===== config.mk =====
export PLATFORM = sky130hd
export DESIGN_NAME = mandelbrot_escape_time_pixel
export DESIGN_NICKNAME = d
export VERILOG_FILES = /design/src/rtl/met_pkg.sv /design/src/rtl/mandelbrot_escape_time_pixel.sv
export SDC_FILE = /design/constraint.sdc
export NUM_CORES = 2
export LEC_CHECK = 0
export ABC_AREA = 1
export BUFFER_PORTS_ARGS = -buffer_cell sky130_fd_sc_hd__buf_2
export CAP_MARGIN = 20
export CORE_ASPECT_RATIO = 0.8
export CORE_MARGIN = 2
export CORE_UTILIZATION = 55
export DETAILED_ROUTE_END_ITERATION = 16
export GPL_TIMING_DRIVEN = 0
export PLACE_DENSITY = 0.68
export RECOVER_POWER = 100
export SLEW_MARGIN = 20
export SYNTH_ARGS = -nofsm -noshare
export SYNTH_HDL_FRONTEND = slang
export SYNTH_SLANG_ARGS = --single-unit

===== constraint.sdc =====
create_clock -name aclk -period 11.1 [get_ports aclk]
set_input_delay 2.22 -clock aclk [delete_from_list [all_inputs] [get_ports aclk]]
set_output_delay 2.22 -clock aclk [all_outputs]
set_load 0.1 [all_outputs]

===== src/rtl/met_pkg.sv =====
// met_pkg: item types, register indexes and fixed-point helpers for the
// escape-time pixel engine; no dependencies
package met_pkg;

    localparam int COLOR_BITS = 5;
    localparam int IDX_BITS   = 3;

    localparam logic [IDX_BITS-1:0] REG_X_LEFT   = 3'd0;
    localparam logic [IDX_BITS-1:0] REG_Y_TOP    = 3'd1;
    localparam logic [IDX_BITS-1:0] REG_X_STEP   = 3'd2;
    localparam logic [IDX_BITS-1:0] REG_Y_STEP   = 3'd3;
    localparam logic [IDX_BITS-1:0] REG_MAX_ITER = 3'd4;

    localparam logic signed [31:0] X_LEFT_RST   = -32'sd590558003;
    localparam logic signed [31:0] Y_TOP_RST    = 32'sd375809638;
    localparam logic signed [31:0] X_STEP_RST   = 32'sd2768241;
    localparam logic signed [31:0] Y_STEP_RST   = -32'sd2936013;
    localparam logic [15:0]        MAX_ITER_RST = 16'd50;

    localparam logic signed [35:0] Q36_MAX    = 36'sh7_FFFF_FFFF;
    localparam logic signed [35:0] Q36_MIN    = 36'sh8_0000_0000;
    localparam logic signed [31:0] Q32_MAX    = 32'sh7FFF_FFFF;
    localparam logic signed [31:0] Q32_MIN    = 32'sh8000_0000;
    // 16.0 in Q8.28
    localparam logic signed [35:0] ESC_LIMIT  = 36'sh1_0000_0000;

    typedef struct packed {
        logic [8:0] column;
        logic [7:0] row;
    } pix_in_t;

    typedef struct packed {
        logic [15:0]           iterations;
        logic                  inside_res;
        logic [COLOR_BITS-1:0] color;
    } pix_out_t;

    function automatic logic signed [35:0] sat36_37(input logic signed [36:0] v);
        logic signed [35:0] r;
        if (v[36] != v[35]) begin
            r = v[36] ? Q36_MIN : Q36_MAX;
        end else begin
            r = $signed(v[35:0]);
        end
        return r;
    endfunction

    function automatic logic signed [35:0] sat36_45(input logic signed [44:0] v);
        logic signed [35:0] r;
        if (v[44:35] == {10{v[44]}}) begin
            r = $signed(v[35:0]);
        end else begin
            r = v[44] ? Q36_MIN : Q36_MAX;
        end
        return r;
    endfunction

    function automatic logic signed [31:0] sat32_56(input logic signed [55:0] v);
        logic signed [31:0] r;
        if (v[55:31] == {25{v[55]}}) begin
            r = $signed(v[31:0]);
        end else begin
            r = v[55] ? Q32_MIN : Q32_MAX;
        end
        return r;
    endfunction

endpackage


===== src/rtl/mandelbrot_escape_time_pixel.sv =====
// mandelbrot_escape_time_pixel: escape-time pixel engine, one pixel at a time
// steps: CX, CY and C2 set up c, then each iteration runs U0, U1, V0, V1, W0, W1 and W2;
// six of the seven iteration states use the shared 36x19 multiplier; DONE hands out the result
// a new pixel is taken only once the last one is handed out: s_ready is low while a pixel is computed
// reset (aresetn, synchronous): registers to power-up view, idle, no result held
module mandelbrot_escape_time_pixel
    import met_pkg::*;
(
    input  logic                aclk,
    input  logic                aresetn,
    input  logic                s_valid,
    output logic                s_ready,
    input  pix_in_t             s_data,
    output logic                m_valid,
    input  logic                m_ready,
    output pix_out_t            m_data,
    input  logic                cfg_valid,
    output logic                cfg_ready,
    input  logic [IDX_BITS-1:0] cfg_index,
    input  logic [31:0]         cfg_data
);

    localparam logic [3:0] ST_IDLE = 4'd0;
    localparam logic [3:0] ST_CX   = 4'd1;
    localparam logic [3:0] ST_CY   = 4'd2;
    localparam logic [3:0] ST_C2   = 4'd3;
    localparam logic [3:0] ST_U0   = 4'd4;
    localparam logic [3:0] ST_U1   = 4'd5;
    localparam logic [3:0] ST_V0   = 4'd6;
    localparam logic [3:0] ST_V1   = 4'd7;
    localparam logic [3:0] ST_W0   = 4'd8;
    localparam logic [3:0] ST_W1   = 4'd9;
    localparam logic [3:0] ST_W2   = 4'd10;
    localparam logic [3:0] ST_DONE = 4'd11;

    logic [3:0]         state_reg;
    logic signed [31:0] x_left_reg, y_top_reg, x_step_reg, y_step_reg;
    logic [15:0]        max_iter_reg;
    logic [8:0]         col_reg;
    logic [7:0]         row_reg;
    logic signed [31:0] cx_reg, cy_reg;
    logic signed [35:0] x_reg, y_reg, u_reg, v_reg, w_reg;
    logic signed [54:0] prod_reg, acc_reg;
    logic [15:0]        k_reg;
    logic               inside_reg;
    logic               m_valid_reg;
    pix_out_t           m_data_reg;

    logic signed [35:0] mul_a;
    logic signed [18:0] mul_b;
    logic signed [54:0] prod_next;
    logic signed [72:0] prod_sum;
    logic signed [35:0] mul_q;
    logic signed [35:0] x2;
    logic signed [35:0] uv_sat, umv_sat, x_new, y_new;
    logic               escape;
    logic [16:0]        k_inc;
    logic signed [31:0] cx_new, cy_new;

    assign s_ready   = (state_reg == ST_IDLE);
    assign cfg_ready = 1'b1;
    assign m_valid   = m_valid_reg;
    assign m_data    = m_data_reg;

    // doubled x for the cross term
    assign x2 = sat36_37($signed({x_reg, 1'b0}));

    // operand select for the shared multiplier, low 18 bits first then high part
    always_comb begin
        case (state_reg)
            ST_CX: begin
                mul_a = 36'(x_step_reg);
                mul_b = $signed({10'd0, col_reg});
            end
            ST_CY: begin
                mul_a = 36'(y_step_reg);
                mul_b = $signed({11'd0, row_reg});
            end
            ST_U0: begin
                mul_a = x_reg;
                mul_b = $signed({1'b0, x_reg[17:0]});
            end
            ST_U1: begin
                mul_a = x_reg;
                mul_b = $signed({x_reg[35], x_reg[35:18]});
            end
            ST_V0: begin
                mul_a = y_reg;
                mul_b = $signed({1'b0, y_reg[17:0]});
            end
            ST_V1: begin
                mul_a = y_reg;
                mul_b = $signed({y_reg[35], y_reg[35:18]});
            end
            ST_W0: begin
                mul_a = x2;
                mul_b = $signed({1'b0, y_reg[17:0]});
            end
            ST_W1: begin
                mul_a = x2;
                mul_b = $signed({y_reg[35], y_reg[35:18]});
            end
            default: begin
                mul_a = x_reg;
                mul_b = '0;
            end
        endcase
    end

    assign prod_next = mul_a * mul_b;

    // combine the two partial products, floor shift by 28, saturate
    assign prod_sum = 73'(acc_reg) + (73'(prod_reg) <<< 18);
    assign mul_q    = sat36_45($signed(prod_sum[72:28]));

    assign uv_sat  = sat36_37(37'(u_reg) + 37'(v_reg));
    assign escape  = (uv_sat > ESC_LIMIT);
    assign umv_sat = sat36_37(37'(u_reg) - 37'(v_reg));
    assign x_new   = sat36_37(37'(umv_sat) + 37'(cx_reg));
    assign y_new   = sat36_37(37'(w_reg) + 37'(cy_reg));
    assign k_inc   = {1'b0, k_reg} + 17'd1;

    assign cx_new = sat32_56(56'(x_left_reg) + 56'(prod_reg));
    assign cy_new = sat32_56(56'(y_top_reg) + 56'(prod_reg));

    always_ff @(posedge aclk) begin
        prod_reg <= prod_next;
        if (!aresetn) begin
            x_left_reg   <= X_LEFT_RST;
            y_top_reg    <= Y_TOP_RST;
            x_step_reg   <= X_STEP_RST;
            y_step_reg   <= Y_STEP_RST;
            max_iter_reg <= MAX_ITER_RST;
        end else if (cfg_valid) begin
            case (cfg_index)
                REG_X_LEFT:   x_left_reg   <= $signed(cfg_data);
                REG_Y_TOP:    y_top_reg    <= $signed(cfg_data);
                REG_X_STEP:   x_step_reg   <= $signed(cfg_data);
                REG_Y_STEP:   y_step_reg   <= $signed(cfg_data);
                REG_MAX_ITER: max_iter_reg <= cfg_data[15:0];
                default: ;
            endcase
        end
    end

    always_ff @(posedge aclk) begin
        if (!aresetn) begin
            state_reg   <= ST_IDLE;
            m_valid_reg <= 1'b0;
        end else begin
            // in the done state the result register is loaded below instead
            if (m_valid_reg && m_ready && state_reg != ST_DONE) begin
                m_valid_reg <= 1'b0;
            end
            case (state_reg)
                ST_IDLE: begin
                    if (s_valid) begin
                        col_reg   <= s_data.column;
                        row_reg   <= s_data.row;
                        state_reg <= ST_CX;
                    end
                end
                ST_CX: state_reg <= ST_CY;
                ST_CY: begin
                    cx_reg    <= cx_new;
                    state_reg <= ST_C2;
                end
                ST_C2: begin
                    cy_reg <= cy_new;
                    x_reg  <= 36'(cx_reg);
                    // y picks up cy on entry to the loop
                    w_reg  <= '0;
                    k_reg  <= '0;
                    if (max_iter_reg == '0) begin
                        inside_reg <= 1'b1;
                        state_reg  <= ST_DONE;
                    end else begin
                        state_reg <= ST_U0;
                    end
                end
                ST_U0: begin
                    y_reg     <= y_new;
                    state_reg <= ST_U1;
                end
                ST_U1: begin
                    acc_reg   <= prod_reg;
                    state_reg <= ST_V0;
                end
                ST_V0: begin
                    u_reg     <= mul_q;
                    state_reg <= ST_V1;
                end
                ST_V1: begin
                    acc_reg   <= prod_reg;
                    state_reg <= ST_W0;
                end
                ST_W0: begin
                    v_reg     <= mul_q;
                    state_reg <= ST_W1;
                end
                ST_W1: begin
                    acc_reg <= prod_reg;
                    if (escape) begin
                        inside_reg <= 1'b0;
                        state_reg  <= ST_DONE;
                    end else begin
                        state_reg <= ST_W2;
                    end
                end
                ST_W2: begin
                    w_reg <= mul_q;
                    x_reg <= x_new;
                    k_reg <= k_inc[15:0];
                    if (k_inc >= {1'b0, max_iter_reg}) begin
                        inside_reg <= 1'b1;
                        state_reg  <= ST_DONE;
                    end else begin
                        state_reg <= ST_U0;
                    end
                end
                ST_DONE: begin
                    // wait for the output register to free up
                    if (!m_valid_reg || m_ready) begin
                        m_valid_reg           <= 1'b1;
                        m_data_reg.iterations <= k_reg;
                        m_data_reg.inside_res <= inside_reg;
                        m_data_reg.color      <= inside_reg ? COLOR_BITS'(1)
                                                            : k_reg[COLOR_BITS-1:0];
                        state_reg             <= ST_IDLE;
                    end
                end
                default: state_reg <= ST_IDLE;
            endcase
        end
    end

endmodule

==> reports/results.txt <==
Status: finished, violations left
Failing checks: max-capacitance violations, max-slew violations
Synth Area in XOR/XNOR: 4.12%
Tmin final: 10820 ps
Chip width: 390 um
Mapped Area: 65500 um2
CTS Sinks: 541
Routed wire length: 261000 um
DIE HEIGHT: 313 um
Cell with the most instances after synthesis: nand2_1
Cts hold-fix bufs: 0
Async set-reset flop share out of synthesis: 0%
Max FO, Critical Path: 10
Yosys cell types: 56
Critical Path AT: 11380 ps
Routed length per instance: 24.7 um
CP delay by family, top: adder cells
RSZ-0062 raised after global routing: false
Synth warnings: 0
Peak Freq: 92.4 MHz
Post-Synth Simple-Gate Area: 22.7%
Initial DRC count: 7984
Hold Path End: m_data[9]$_DFFE_PP_
Post-synthesis mux area share: 0%
Critical Path RT: 11650 ps
Main combinational cell family by area after synthesis: adder cells
Hold path depth: 0
Clock transition at path regs: 60 ps
Die area: 122000 um2
Area grow syn2layout: 6.59%
Drt first pass iters: 7
RePlAce Congestion: 1.13
MaxCap Viol Count: 2
Fin worst setup slack: 276 ps
Cts bufs inserted: 53
Initial antenna violation count: 15
H-tree depth: 2
Synth Area in Adders: 29.4%
Vias in the first global route: 59100
Slew Limit Fails: 58
Nets: 10200
Crit. End Element: flip-flop
Most used cell, CP: fa_1
Dpl ws: 640 ps
Rows: 113
Via density: 5.95
Synth top area share: 20.3%
Setup Crit Path Kind: flip-flop to flip-flop
Synthesized flop and latch total: 541
Main synth FF type: edfxtp_1
Post-synth net total: 10000
Post-Syn Area per Cell: 7.43 um2
Worst R2R Path Depth: 31
GR Overflow Total: 0
I/O pin cnt: 82
Starting Density: 55.3%
Final Cycle Share: 97.5%
Clock network latency to the later pin of the worst-skew pair: 670 ps
Final count of hold timing violations: 0
CP Launch Type: flip-flop
Clk_skew: 50.9 ps
DR vias: 63000
Share of post-route cells with drive strength above 1: 2.87%
Min-delay worst type: flip-flop to flip-flop
PortBufs: 80
Post-synth top area cell: fa_1
Final setup TNS: 0 ps
First-pass GRT wire length: 380000 um
Most frequent cells after synthesis: 1887 x nand2_1, 1525 x inv_1, 1110 x nor2_1
Final Setup Violations: 0
Largest stage delay, worst path: 920 ps
Final HPWL DP: 222000 um
CTS tree: done
Synth top area cells: fa_1 20%, edfxtp_1 15%, nand2_1 11%, ha_1 9.1%, inv_1 8.7%
Post-synth EDFFs: 337
Slew margin rel.: -7.46%
Min-Delay Startpoint: k_reg[3]$_SDFFCE_PN0P_
Max FFs per register: 55
ANT nets after route: 0
Pin count of the biggest net entering global routing: 38
Worst r2r dst: prod_reg[46]$_DFF_P_
Register area share after synthesis: 21.7%
Critical-path top delay cell: clkbuf_1
Largest buffer count on any clock path: 3
Cell count after synthesis: 8817
DRC: 0
FF-to-FF setup slack: 280 ps
Gr usage total: 42.4%
CTS Root Cell: clkbuf_16
Post-synthesis compound-gate area fraction: 11.4%
Buffer and inverter count on the worst path: 8
Slew @ Worst Pin: 1610 ps
Reg-to-reg startpoint: state_reg[1]$_SDFFE_PN0P_
Core ar.: 118000 um2
## how the worst max path moves through the flow
stage	start	endpoint	slack (ps)	depth (start not counted)
floorplan	x_reg[35]$_DFFE_PP_	prod_reg[46]$_DFF_P_	3400	32
global placement	state_reg[2]$_SDFFE_PN0P_	prod_reg[46]$_DFF_P_	-100	30
detailed placement	state_reg[1]$_SDFFE_PN0P_	prod_reg[46]$_DFF_P_	640	30
CTS	state_reg[1]$_SDFFE_PN0P_	prod_reg[46]$_DFF_P_	490	30
global route	state_reg[2]$_SDFFE_PN0P_	prod_reg[46]$_DFF_P_	60	34
finish	state_reg[1]$_SDFFE_PN0P_	prod_reg[46]$_DFF_P_	280	31
## layer usage
metal | global-route usage, % | up-vias | part of all wire (%)
met5 | 1.43 | - | 0.22
met4 | 13.8 | 20 | 3.9
met3 | 16.8 | 499 | 17
met2 | 55.5 | 3961 | 37
met1 | 63.0 | 30200 | 42
li1 | - | 28300 | -
## cell usage in the layout (no fill, tap or decap), types with 113 or more instances in the layout
| master | instances |
|---|---|
| nand3_1 | 370 |
| dfxtp_1 | 202 |
| edfxtp_1 | 337 |
| inv_1 | 1526 |
| clkbuf_1 | 280 |
| xor2_1 | 205 |
| nand2_1 | 1891 |
| a21oi_1 | 625 |
| o21ai_0 | 419 |
| ha_1 | 476 |
| fa_1 | 664 |
| nor2_1 | 1112 |
| nand4_1 | 113 |
## per-stage QoR
step | util [%] | area [um2] | instances | hold WS (ps)
after floorplan | - | 65500 | 8817 | 426
final | 58.9 | 69800 | 10600 | 454
after CTS | 59.2 | 70100 | 10600 | 456
after global placement | 57.3 | 67800 | 10400 | 436
after detailed placement | 57.7 | 68300 | 10500 | 439
after global routing | 58.9 | 69800 | 10600 | 468
## logic make-up after synthesis
family,Yosys count
compound gates,1354
fa+ha+maj,1140
flops,541
simple gates,3653
xor+xnor,307
other cells,1
buf+inv,1821
## final cells by class
cell class	count	area (um2)
clock buffer	68	1470
sequential	541	14200
multi-input combinational	6455	44400
timing repair buffer	107	527
tap	1552	1940
antenna	4	10.0
clock inverter	30	354
inverter	1560	5860
buffer	261	1070
fill	11300	48700
## timing repair
action | CTS | global route
resized for setup | 0 | 1
setup buffers | 0 | 3
hold endpoints to repair | 0 | 0
endpoints found under the setup margin | 0 | 3
Power is left out: the tool's default activity adds up to more than one toggle a clock period on the data nets, which glitch-free logic cannot reach.
